[src/hw/rtl/iniskv_pkg.sv]
package iniskv_pkg;

   localparam logic [7:0] CH_OPEN   = 8'h5B;
   localparam logic [7:0] CH_CLOSE  = 8'h5D;
   localparam logic [7:0] CH_EQUALS = 8'h3D;
   localparam logic [7:0] CH_LF     = 8'h0A;
   localparam logic [7:0] CH_CR     = 8'h0D;

   localparam int CHAR_W     = 8;
   localparam int VLEN_W     = 5;
   localparam int NAME_CHARS = 16;
   localparam int NAME_W     = 4;
   localparam int CSR_IDX_W  = 3;
   localparam int CSR_DATA_W = 64;
   localparam int HIGH_W     = 56;

   typedef enum logic [CSR_IDX_W-1:0] {
      REG_SECTION_LOW  = 3'd0,
      REG_SECTION_HIGH = 3'd1,
      REG_SECTION_LEN  = 3'd2,
      REG_KEY_LOW      = 3'd3,
      REG_KEY_HIGH     = 3'd4,
      REG_KEY_LEN      = 3'd5
   } csr_reg_type;

   typedef enum logic [2:0] {
      MODE_SEEK,
      MODE_SECTION,
      MODE_KEY,
      MODE_VALUE,
      MODE_OUR_VALUE
   } mode_type;

   typedef enum logic [1:0] {
      BK_IDLE,
      BK_READ,
      BK_SHOW
   } back_state_type;

   typedef logic [NAME_CHARS-1:0][CHAR_W-1:0] name_type;

   // Unpack a 15-character target (low/high register pair); character 15 reads as NUL.
   function automatic name_type unpack_name(input logic [CSR_DATA_W-1:0] lo,
                                            input logic [HIGH_W-1:0]     hi);
      name_type n;
      n = {8'h00, hi, lo};
      return n;
   endfunction

   // Effective target length: first NUL below the length register, else the length.
   function automatic logic [NAME_W-1:0] target_length(input name_type n,
                                                       input logic [NAME_W-1:0] len);
      logic [NAME_W-1:0] tl;
      tl = len;
      for (int i = NAME_CHARS - 2; i >= 0; i--) begin
         if ((NAME_W'(i) < len) && (n[i] == 8'h00)) begin
            tl = NAME_W'(i);
         end
      end
      return tl;
   endfunction

endpackage

[src/hw/rtl/iniskv_fifo.sv]
module iniskv_fifo #(
   parameter int WIDTH = 5,
   parameter int DEPTH = 2
) (
   input  logic             clock,
   input  logic             reset,
   input  logic             push,
   input  logic [WIDTH-1:0] push_data,
   input  logic             pop,
   output logic [WIDTH-1:0] pop_data,
   output logic             empty
);
   localparam int PTR_W = (DEPTH > 1) ? $clog2(DEPTH) : 1;
   localparam int CNT_W = $clog2(DEPTH + 1);

   logic [WIDTH-1:0] entry_ff [DEPTH];
   logic [PTR_W-1:0] wr_ptr_ff, wr_ptr_in, rd_ptr_ff, rd_ptr_in;
   logic [CNT_W-1:0] count_ff, count_in;
   logic             do_push, do_pop;

   assign empty    = (count_ff == '0);
   assign pop_data = entry_ff[rd_ptr_ff];
   assign do_push  = push && (count_ff != CNT_W'(DEPTH));
   assign do_pop   = pop && !empty;

   always_comb begin
      wr_ptr_in = wr_ptr_ff;
      rd_ptr_in = rd_ptr_ff;
      count_in  = count_ff;
      if (do_push) begin
         wr_ptr_in = (wr_ptr_ff == PTR_W'(DEPTH - 1)) ? '0 : wr_ptr_ff + 1'b1;
      end
      if (do_pop) begin
         rd_ptr_in = (rd_ptr_ff == PTR_W'(DEPTH - 1)) ? '0 : rd_ptr_ff + 1'b1;
      end
      if (do_push && !do_pop) begin
         count_in = count_ff + 1'b1;
      end else if (do_pop && !do_push) begin
         count_in = count_ff - 1'b1;
      end
   end

   always_ff @(posedge clock) begin
      if (reset) begin
         wr_ptr_ff <= '0;
         rd_ptr_ff <= '0;
         count_ff  <= '0;
      end else begin
         wr_ptr_ff <= wr_ptr_in;
         rd_ptr_ff <= rd_ptr_in;
         count_ff  <= count_in;
      end
   end

   always_ff @(posedge clock) begin
      if (do_push) begin
         entry_ff[wr_ptr_ff] <= push_data;
      end
   end

endmodule

[src/hw/rtl/iniskv_front.sv]
module iniskv_front #(
   parameter int SECTION_CAPACITY = 16,
   parameter int KEY_CAPACITY     = 16,
   parameter int VALUE_CAPACITY   = 32,
   parameter int FILL_W           = 7,
   parameter int LEN_W            = 5
) (
   input  logic                                 clock,
   input  logic                                 reset,
   input  logic                                 req_tvalid,
   output logic                                 req_tready,
   input  logic [iniskv_pkg::CHAR_W-1:0]        req_tdata,
   input  logic                                 csr_valid,
   output logic                                 csr_ready,
   input  logic [iniskv_pkg::CSR_IDX_W-1:0]     csr_index,
   input  logic [iniskv_pkg::CSR_DATA_W-1:0]    csr_data,
   input  logic                                 backlog,
   output logic                                 mem_wr_en,
   output logic [LEN_W-1:0]                     mem_wr_addr,
   output logic [iniskv_pkg::CHAR_W-1:0]        mem_wr_data,
   output logic                                 len_push,
   output logic [LEN_W-1:0]                     len_data
);
   import iniskv_pkg::*;

   logic [CSR_DATA_W-1:0] sec_lo_ff, key_lo_ff;
   logic [HIGH_W-1:0]     sec_hi_ff, key_hi_ff;
   logic [NAME_W-1:0]     sec_len_ff, key_len_ff;

   mode_type              mode_ff, mode_in;
   logic [FILL_W-1:0]     fill_ff, fill_in, fill_inc;
   // running compare of the name being captured against its target
   logic [NAME_W-1:0]     alen_ff, alen_in;
   logic                  nul_ff, nul_in, mis_ff, mis_in;

   name_type              sec_name, key_name, tgt_name;
   logic [NAME_W-1:0]     sec_tl, key_tl, tgt_tl;
   logic                  accept, line_end, name_hit, value_mode;
   logic [CHAR_W-1:0]     b;

   assign csr_ready = 1'b1;

   always_ff @(posedge clock) begin
      if (reset) begin
         sec_lo_ff  <= '0;
         sec_hi_ff  <= '0;
         sec_len_ff <= '0;
         key_lo_ff  <= '0;
         key_hi_ff  <= '0;
         key_len_ff <= '0;
      end else if (csr_valid) begin
         case (csr_index)
            REG_SECTION_LOW:  sec_lo_ff  <= csr_data;
            REG_SECTION_HIGH: sec_hi_ff  <= csr_data[HIGH_W-1:0];
            REG_SECTION_LEN:  sec_len_ff <= csr_data[NAME_W-1:0];
            REG_KEY_LOW:      key_lo_ff  <= csr_data;
            REG_KEY_HIGH:     key_hi_ff  <= csr_data[HIGH_W-1:0];
            REG_KEY_LEN:      key_len_ff <= csr_data[NAME_W-1:0];
            default: begin
            end
         endcase
      end
   end

   assign sec_name = unpack_name(sec_lo_ff, sec_hi_ff);
   assign key_name = unpack_name(key_lo_ff, key_hi_ff);
   assign sec_tl   = target_length(sec_name, sec_len_ff);
   assign key_tl   = target_length(key_name, key_len_ff);
   assign tgt_name = (mode_ff == MODE_KEY) ? key_name : sec_name;
   assign tgt_tl   = (mode_ff == MODE_KEY) ? key_tl : sec_tl;

   // value bytes share one buffer with the replay; hold off while a burst is pending
   assign value_mode = (mode_ff == MODE_VALUE) || (mode_ff == MODE_OUR_VALUE);
   assign req_tready = !(value_mode && backlog);
   assign accept     = req_tvalid && req_tready;
   assign b          = req_tdata;
   assign line_end   = (b == CH_LF) || (b == CH_CR);
   assign fill_inc   = fill_ff + 1'b1;
   assign name_hit   = !mis_ff && (alen_ff == tgt_tl);

   always_comb begin
      mode_in     = mode_ff;
      fill_in     = fill_ff;
      alen_in     = alen_ff;
      nul_in      = nul_ff;
      mis_in      = mis_ff;
      mem_wr_en   = 1'b0;
      mem_wr_addr = fill_ff[LEN_W-1:0];
      mem_wr_data = b;
      len_push    = 1'b0;
      len_data    = fill_ff[LEN_W-1:0];
      if (accept) begin
         case (mode_ff)
            MODE_SEEK: begin
               if (b == CH_OPEN) begin
                  fill_in = '0;
                  alen_in = '0;
                  nul_in  = 1'b0;
                  mis_in  = 1'b0;
                  mode_in = MODE_SECTION;
               end
            end
            MODE_SECTION, MODE_KEY: begin
               if (mode_ff == MODE_SECTION && b == CH_CLOSE) begin
                  fill_in = '0;
                  alen_in = '0;
                  nul_in  = 1'b0;
                  mis_in  = 1'b0;
                  mode_in = name_hit ? MODE_KEY : MODE_SEEK;
               end else if (mode_ff == MODE_KEY && b == CH_EQUALS) begin
                  fill_in = '0;
                  mode_in = name_hit ? MODE_OUR_VALUE : MODE_VALUE;
               end else if (mode_ff == MODE_KEY && line_end) begin
                  mode_in = mode_ff;
               end else if (mode_ff == MODE_KEY && b == CH_OPEN) begin
                  fill_in = '0;
                  alen_in = '0;
                  nul_in  = 1'b0;
                  mis_in  = 1'b0;
                  mode_in = MODE_SECTION;
               end else begin
                  // strcmp semantics: bytes after a NUL are ignored
                  if (!nul_ff) begin
                     if (b == 8'h00) begin
                        nul_in = 1'b1;
                     end else begin
                        alen_in = alen_ff + 1'b1;
                        if (alen_ff >= tgt_tl || b != tgt_name[alen_ff]) begin
                           mis_in = 1'b1;
                        end
                     end
                  end
                  fill_in = fill_inc;
                  if (mode_ff == MODE_SECTION) begin
                     if (fill_inc >= FILL_W'(SECTION_CAPACITY)) begin
                        mode_in = MODE_SEEK;
                     end
                  end else if (fill_inc >= FILL_W'(KEY_CAPACITY)) begin
                     mode_in = MODE_SEEK;
                  end
               end
            end
            MODE_VALUE, MODE_OUR_VALUE: begin
               if (!line_end) begin
                  mem_wr_en = 1'b1;
                  fill_in   = fill_inc;
                  if (fill_inc >= FILL_W'(VALUE_CAPACITY)) begin
                     mode_in = MODE_SEEK;
                  end
               end else if (mode_ff == MODE_VALUE) begin
                  fill_in = '0;
                  alen_in = '0;
                  nul_in  = 1'b0;
                  mis_in  = 1'b0;
                  mode_in = MODE_KEY;
               end else begin
                  len_push = 1'b1;
                  mode_in  = MODE_SEEK;
               end
            end
            default: mode_in = MODE_SEEK;
         endcase
      end
   end

   always_ff @(posedge clock) begin
      if (reset) begin
         mode_ff <= MODE_SEEK;
         fill_ff <= '0;
         alen_ff <= '0;
         nul_ff  <= 1'b0;
         mis_ff  <= 1'b0;
      end else begin
         mode_ff <= mode_in;
         fill_ff <= fill_in;
         alen_ff <= alen_in;
         nul_ff  <= nul_in;
         mis_ff  <= mis_in;
      end
   end

endmodule

[src/hw/rtl/iniskv_back.sv]
module iniskv_back #(
   parameter int VALUE_CAPACITY = 32,
   parameter int LEN_W          = 5
) (
   input  logic                              clock,
   input  logic                              reset,
   input  logic                              mem_wr_en,
   input  logic [LEN_W-1:0]                  mem_wr_addr,
   input  logic [iniskv_pkg::CHAR_W-1:0]     mem_wr_data,
   input  logic                              len_empty,
   input  logic [LEN_W-1:0]                  len_data,
   output logic                              len_pop,
   output logic                              busy,
   output logic                              rsp_tvalid,
   input  logic                              rsp_tready,
   output logic [15:0]                       rsp_tdata,  // [7:0] value_char, [12:8] value_length
   output logic                              rsp_tlast   // last_of_value
);
   import iniskv_pkg::*;

   logic [CHAR_W-1:0]    value_mem [VALUE_CAPACITY];
   logic [CHAR_W-1:0]    rd_data_ff;

   back_state_type       state_ff, state_in;
   logic [LEN_W-1:0]     len_ff, len_in, k_ff, k_in, k_inc;
   logic                 zero_ff, zero_in;
   logic                 last;
   logic [VLEN_W-1:0]    vlen;

   always_ff @(posedge clock) begin
      if (mem_wr_en) begin
         value_mem[mem_wr_addr] <= mem_wr_data;
      end
   end

   always_ff @(posedge clock) begin
      if (state_ff == BK_READ) begin
         rd_data_ff <= value_mem[k_ff];
      end
   end

   assign k_inc     = k_ff + 1'b1;
   assign last      = zero_ff || (k_inc == len_ff);
   assign vlen      = VLEN_W'(len_ff);
   assign busy      = (state_ff != BK_IDLE);
   assign rsp_tdata = {3'b000, vlen, zero_ff ? 8'h00 : rd_data_ff};
   assign rsp_tlast = last;

   always_comb begin
      state_in   = state_ff;
      len_in     = len_ff;
      k_in       = k_ff;
      zero_in    = zero_ff;
      len_pop    = 1'b0;
      rsp_tvalid = 1'b0;
      case (state_ff)
         BK_IDLE: begin
            if (!len_empty) begin
               len_pop = 1'b1;
               len_in  = len_data;
               k_in    = '0;
               zero_in = (len_data == '0);
               state_in = (len_data == '0) ? BK_SHOW : BK_READ;
            end
         end
         BK_READ: state_in = BK_SHOW;
         BK_SHOW: begin
            rsp_tvalid = 1'b1;
            if (rsp_tready) begin
               if (last) begin
                  state_in = BK_IDLE;
               end else begin
                  k_in     = k_inc;
                  state_in = BK_READ;
               end
            end
         end
         default: state_in = BK_IDLE;
      endcase
   end

   always_ff @(posedge clock) begin
      if (reset) begin
         state_ff <= BK_IDLE;
         len_ff   <= '0;
         k_ff     <= '0;
         zero_ff  <= 1'b0;
      end else begin
         state_ff <= state_in;
         len_ff   <= len_in;
         k_ff     <= k_in;
         zero_ff  <= zero_in;
      end
   end

endmodule

[src/hw/rtl/ini_section_key_value_extractor.sv]
// Channel   Direction  Ports                               Payload
// req       in         req_tvalid/req_tready/req_tdata     text_byte
// rsp       out        rsp_tvalid/rsp_tready/rsp_tdata     value_char, value_length; tlast
// csr       in         csr_valid/csr_ready/csr_index/data  register write, always ready
//
// The parser takes one text byte per cycle while it is not held off. Value bytes
// share a buffer with the replay unit, so they wait while a found value is still
// queued or replaying. Replay reads each value byte from the buffer into the output
// register before it is shown; an empty value gives one result with no buffer read.
// Reset is synchronous and clears the parser, queue and replay control.
module ini_section_key_value_extractor #(
   parameter int SECTION_CAPACITY = 16,
   parameter int KEY_CAPACITY     = 16,
   parameter int VALUE_CAPACITY   = 32
) (
   input  logic                              clock,
   input  logic                              reset,
   input  logic                              req_tvalid,
   output logic                              req_tready,
   input  logic [7:0]                        req_tdata,  // [7:0] text_byte
   output logic                              rsp_tvalid,
   input  logic                              rsp_tready,
   output logic [15:0]                       rsp_tdata,  // [7:0] value_char, [12:8] value_length
   output logic                              rsp_tlast,  // last_of_value
   input  logic                              csr_valid,
   output logic                              csr_ready,
   input  logic [iniskv_pkg::CSR_IDX_W-1:0]  csr_index,
   input  logic [iniskv_pkg::CSR_DATA_W-1:0] csr_data
);
   import iniskv_pkg::*;

   localparam int MAX_SK  = (SECTION_CAPACITY > KEY_CAPACITY) ? SECTION_CAPACITY
                                                              : KEY_CAPACITY;
   localparam int MAX_CAP = (MAX_SK > VALUE_CAPACITY) ? MAX_SK : VALUE_CAPACITY;
   localparam int FILL_W  = $clog2(MAX_CAP + 1);
   localparam int LEN_W   = $clog2(VALUE_CAPACITY);

   logic              mem_wr_en, len_push, len_pop, len_empty, back_busy, backlog;
   logic [LEN_W-1:0]  mem_wr_addr, push_len, pop_len;
   logic [CHAR_W-1:0] mem_wr_data;

   assign backlog = !len_empty || back_busy;

   iniskv_front #(
      .SECTION_CAPACITY (SECTION_CAPACITY),
      .KEY_CAPACITY     (KEY_CAPACITY),
      .VALUE_CAPACITY   (VALUE_CAPACITY),
      .FILL_W           (FILL_W),
      .LEN_W            (LEN_W)
   ) u_front (
      .clock       (clock),
      .reset       (reset),
      .req_tvalid  (req_tvalid),
      .req_tready  (req_tready),
      .req_tdata   (req_tdata),
      .csr_valid   (csr_valid),
      .csr_ready   (csr_ready),
      .csr_index   (csr_index),
      .csr_data    (csr_data),
      .backlog     (backlog),
      .mem_wr_en   (mem_wr_en),
      .mem_wr_addr (mem_wr_addr),
      .mem_wr_data (mem_wr_data),
      .len_push    (len_push),
      .len_data    (push_len)
   );

   iniskv_fifo #(
      .WIDTH (LEN_W),
      .DEPTH (2)
   ) u_len_fifo (
      .clock     (clock),
      .reset     (reset),
      .push      (len_push),
      .push_data (push_len),
      .pop       (len_pop),
      .pop_data  (pop_len),
      .empty     (len_empty)
   );

   iniskv_back #(
      .VALUE_CAPACITY (VALUE_CAPACITY),
      .LEN_W          (LEN_W)
   ) u_back (
      .clock       (clock),
      .reset       (reset),
      .mem_wr_en   (mem_wr_en),
      .mem_wr_addr (mem_wr_addr),
      .mem_wr_data (mem_wr_data),
      .len_empty   (len_empty),
      .len_data    (pop_len),
      .len_pop     (len_pop),
      .busy        (back_busy),
      .rsp_tvalid  (rsp_tvalid),
      .rsp_tready  (rsp_tready),
      .rsp_tdata   (rsp_tdata),
      .rsp_tlast   (rsp_tlast)
   );

endmodule

[config.mk]
export PLATFORM = sky130hd
export DESIGN_NAME = ini_section_key_value_extractor
export DESIGN_NICKNAME = d
export VERILOG_FILES = /design/src/hw/rtl/iniskv_pkg.sv /design/src/hw/rtl/iniskv_fifo.sv /design/src/hw/rtl/iniskv_front.sv /design/src/hw/rtl/iniskv_back.sv /design/src/hw/rtl/ini_section_key_value_extractor.sv
export SDC_FILE = /design/constraint.sdc
export NUM_CORES = 1
export LEC_CHECK = 0
export ABC_AREA = 1
export BUFFER_PORTS_ARGS = -buffer_cell sky130_fd_sc_hd__buf_2
export CAP_MARGIN = 5
export CORE_UTILIZATION = 30
export CTS_CLUSTER_DIAMETER = 200
export CTS_CLUSTER_SIZE = 28
export DETAILED_ROUTE_END_ITERATION = 10
export GPL_TIMING_DRIVEN = 1
export PLACE_DENSITY_LB_ADDON = 0.1
export SLEW_MARGIN = 20
export SYNTH_ARGS = -nofsm -noshare
export SYNTH_HDL_FRONTEND = slang
export SYNTH_SLANG_ARGS = --single-unit
[constraint.sdc]
create_clock -name clock -period 2.98 [get_ports clock]
set_clock_uncertainty 0.15 [all_clocks]
set_input_delay 0.149 -clock clock [delete_from_list [all_inputs] [get_ports clock]]
set_output_delay 0.149 -clock clock [all_outputs]
set_load 0.01 [all_outputs]
==> impl_metrics.sql <==
INSERT INTO impl_metrics (metric_group, metric, value, unit) VALUES
('clock_tree', 'clk_pin_slew', '0.12', 'ns'),
('route', 'number_of_vias_per_cell_after_detailed_routing', '5.04', ''),
('placement', 'final_estimated_routing_congestion_in_global_placement', '0.909', ''),
('floorplan', 'core_area', '0.0836', 'mm2'),
('route', 'wirelength', '92.5', 'mm'),
('synth', 'syn_area_per_cell', '8.37', 'um2'),
('route', 'drt_iter0_drcs', '1850', ''),
('route', 'remaining_drc_errors', '0', ''),
('cells_and_area', 'layout.filler_cells', '8792', ''),
('clock_tree', 'htree_num_levels', '1', ''),
('power', 'worst_ir_drop_vdd', '495', 'uV'),
('global_routing', 'grt_antenna_before_repair', '0', ''),
('clock_tree', 'tritoncts', 'yes', ''),
('cells_and_area', 'final_net_count', '3436', ''),
('placement', 'preCtsSetupSlack', '-0.743', 'ns'),
('sta', 'slew_headroom', '25.6', '%'),
('critical_path', 'timing_worst_setup_path_type', 'register to register', ''),
('synth', 'synth.ff_latch_count', '555', ''),
('clock_tree', 'cts_inserted_buffers', '23', ''),
('sta', 'finalHoldViolations', '0', ''),
('cells_and_area', 'layout_common_cells', 'sky130_fd_sc_hd__nor2_1 (500), sky130_fd_sc_hd__o21ai_0 (431), sky130_fd_sc_hd__nand2_1 (358), sky130_fd_sc_hd__buf_4 (296), sky130_fd_sc_hd__edfxtp_1 (274)', ''),
('global_routing', 'gr-total-overflow', '0', ''),
('critical_path', 'critical_path_peak_fanout', '2', ''),
('sta', 'finalSetupViolCount', '3', ''),
('power', 'post-layout-total-power', '0.0201', 'W'),
('floorplan', 'die_width', '292', 'um'),
('placement', 'post-place-cells', '4319', ''),
('cells_and_area', 'utilization', '36.4', '%'),
('placement', 'post_dp_hpwl', '65.7', 'mm'),
('clock_tree', 'clockRootBuffer', 'sky130_fd_sc_hd__clkbuf_16', ''),
('synth', 'synth_edf_count', '274', ''),
('route', 'final_antenna_net_count', '0', ''),
('sta', 'postLayoutSetupSlackWorst', '-0.165', 'ns'),
('critical_path', 'worstSetupEndpointType', 'register', ''),
('synth', 'post_synth_inst_count', '3022', ''),
('synth', 'synth_area', '0.0253', 'mm2'),
('global_routing', 'grt_util_overall', '21.3', '%'),
('cells_and_area', 'antenna-diode-count', '0', ''),
('cells_and_area', 'fraction_of_final_layout_cells_sized_beyond_drive_strength_1', '15.5', '%'),
('cells_and_area', 'layout_commonest_cell', 'sky130_fd_sc_hd__nor2_1', ''),
('outcome', 'violations', 'negative setup slack', ''),
('sta', 'maxSlewViolCount', '0', ''),
('cells_and_area', 'stdcell_count', '4437', ''),
('floorplan', 'dieArea', '0.0855', 'mm2'),
('sta', 'timing.final.crit_share', '106', '%'),
('worst_hold_path', 'hold_path.class', 'input pin to register', ''),
('power', 'power-per-cell-area', '661', 'mW/mm2'),
('route', 'wl_per_cell', '20.9', 'um'),
('route', 'vias', '22374', ''),
('global_routing', 'via_count_of_the_first_global_routing_pass', '21637', ''),
('run', 'drv.max_cap_violation_count', '0', ''),
('power', 'leakage', '11.8', 'nW'),
('route', 'drtPass1Iterations', '6', ''),
('synth', 'ys.warnings.count', '0', ''),
('clock_tree', 'cts.sink_count', '555', ''),
('floorplan', 'start_util', '30.3', '%'),
('floorplan', 'io-pin-count', '100', ''),
('cells_and_area', 'area_overhead_vs_synth', '20.3', '%'),
('synth', 'synth_cell_type_count', '50', ''),
('clock_tree', 'worstSkewPairLatency', '0.61', 'ns'),
('outcome', 'run_status', 'finished, violations left', ''),
('synth', 'synth_sequential_area_ratio', '54.8', '%'),
('sta', 'post-route-min-period', '3.14', 'ns'),
('floorplan', 'number_of_core_rows', '106', ''),
('synth', 'synth_async_sr_flop_share', '0', '%'),
('synth', 'synth_ff_type', 'sky130_fd_sc_hd__dfxtp_1', ''),
('critical_path', 'worst-endpoint-required', '3.33', 'ns'),
('sta', 'grt_setup_unrepaired', 'yes', ''),
('global_routing', 'maximum_number_of_pins_on_one_net_before_global_route_repair', '98', ''),
('floorplan', 'die_h', '292', 'um'),
('sta', 'transition_at_the_pin_with_the_smallest_max_transition_slack', '1.12', 'ns'),
('critical_path', 'crit_arrival', '3.49', 'ns'),
('sta', 'max_clock_freq', '318', 'MHz'),
('critical_path', 'timing.critical_path.from_type', 'register', ''),
('global_routing', 'grt_first_pass_wirelength', '139', 'mm'),
('placement', 'input_output_buffers', '95', ''),
('clock_tree', 'cts_buffer_depth', '3', '');
layout make-up:
type | count | area (um2) | area share (%)
Inverter | 248 | 940 | 3.09
Clock buffer | 35 | 621 | 2.04
Tap cell | 1080 | 1350 | 4.44
Multi-Input combinational cell | 2030 | 9830 | 32.3
Clock inverter | 2 | 16.3 | 0.0534
Timing Repair Buffer | 487 | 3810 | 12.5
Sequential cell | 555 | 13900 | 45.6
power by group:
part	total [W]	internal [W]	leakage [nW]	switching [W]
clock network	0.00395	0.00147	0.302	0.00247
logic	0.00750	0.00240	6.70	0.00510
registers	0.00866	0.00839	4.76	0.000268
total	0.0201	0.0123	11.8	0.00785
worst paths after layout:
| path | from | endpoint | slack (ns) | cells after the start |
|---|---|---|---|---|
| max | u_front.key_lo_ff[24]$_SDFFE_PP0P_ | u_front.mis_ff$_SDFFE_PP0P_ | -0.16 | 18 |
| max reg2reg | u_front.key_lo_ff[24]$_SDFFE_PP0P_ | u_front.mis_ff$_SDFFE_PP0P_ | -0.16 | 18 |
| min | req_tdata[6] | u_back.value_mem[25][6]$_DFFE_PP_ | 0.08 | 2 |
| min reg2reg | u_len_fifo.rd_ptr_ff$_SDFFE_PP0P_ | register | 0.31 | 1 |
state kept, by name (all words and copies together) (netlist names), named ones only:
register	flops
u_back.value_mem	256
u_front.key_lo_ff	64
u_front.sec_lo_ff	64
u_front.key_hi_ff	56
u_front.sec_hi_ff	56
u_len_fifo.entry_ff	10
u_back.rd_data_ff	8
u_front.fill_ff	6
u_back.k_ff	5
u_back.len_ff	5
u_front.alen_ff	4
u_front.key_len_ff	4
u_front.sec_len_ff	4
u_front.mode_ff	3
u_back.state_ff	2
u_len_fifo.count_ff	2
u_back.zero_ff	1
u_front.mis_ff	1
u_front.nul_ff	1
u_len_fifo.rd_ptr_ff	1
u_len_fifo.wr_ptr_ff	1
cell families (layout without fill, tap and decap cells):
group / after synthesis / count (layout) / synth area share, %
and+or+nand+nor: 1226 / 1226 / 20.5
AOI/OAI and AO/OA: 775 / 775 / 16.4
DFF: 555 / 555 / 54.8
buffers and inverters: 439 / 772 / 7.19
adders and majority gates: 11 / 11 / 0.544
xor gates and xnor gates: 9 / 9 / 0.312
muxes: 5 / 5 / 0.198
other: 2 / 4 / 0.0297
per-stage QoR:
stage                     hold WS, ns  TNS (ns)  instance area (um2)
after floorplan                0.0775         0                25300
after global placement          0.248     -2.96                28800
after detailed placement        0.256     -2.93                28800
after CTS                      0.0594     -2.36                30400
after global routing           0.0548     -1.46                30400
final                          0.0773    -0.379                30400
cells in the mapped netlist, types with 33 or more instances:
cell,n,area share [%]
sky130_fd_sc_hd__a21oi_1,191,3.8
sky130_fd_sc_hd__edfxtp_1,274,33
sky130_fd_sc_hd__o211ai_1,33,0.98
sky130_fd_sc_hd__o21ai_0,435,8.6
sky130_fd_sc_hd__clkbuf_1,143,2.1
sky130_fd_sc_hd__nand2_1,369,5.5
sky130_fd_sc_hd__nor2_1,515,7.6
sky130_fd_sc_hd__nand3_1,234,4.6
sky130_fd_sc_hd__inv_1,233,3.5
sky130_fd_sc_hd__o22ai_1,77,1.9
sky130_fd_sc_hd__nor4_1,36,0.89
sky130_fd_sc_hd__dfxtp_1,281,22
what timing repair did:
item,in CTS,in global routing
gates resized for setup,42,19
endpoints found under the hold margin,310,0
pin swaps,9,13
hold buffers,79,0
setup buffers,2,0
setup endpoints to repair,26,211
critical path: stages (launching register included):
cell	delay [ns]
sky130_fd_sc_hd__dfxtp_1	0.34
sky130_fd_sc_hd__nor4_1	0.59
sky130_fd_sc_hd__buf_4	0.23
sky130_fd_sc_hd__nand3_1	0.14
sky130_fd_sc_hd__nand2_1	0.13
sky130_fd_sc_hd__nor2_1	0.05
sky130_fd_sc_hd__o21ai_1	0.12
sky130_fd_sc_hd__inv_1	0.06
sky130_fd_sc_hd__ha_1	0.30
sky130_fd_sc_hd__inv_1	0.06
sky130_fd_sc_hd__nor2_1	0.04
sky130_fd_sc_hd__o21ai_0	0.18
sky130_fd_sc_hd__nand3_1	0.12
sky130_fd_sc_hd__nor2_1	0.10
sky130_fd_sc_hd__nand2_1	0.06
sky130_fd_sc_hd__nor2_1	0.08
sky130_fd_sc_hd__nand3_1	0.08
sky130_fd_sc_hd__o21bai_1	0.16
sky130_fd_sc_hd__a21oi_1	0.08
routing by layer:
metal	track usage, %	wire (um)	vias to the layer above
met1	29.2	42500	10863
met4	4.30	1850	0
met5	0	0	-
met3	1.60	3250	86
met2	36.9	44900	474
li1	-	-	10951
Note: power is estimated with default switching activity, not from simulation.
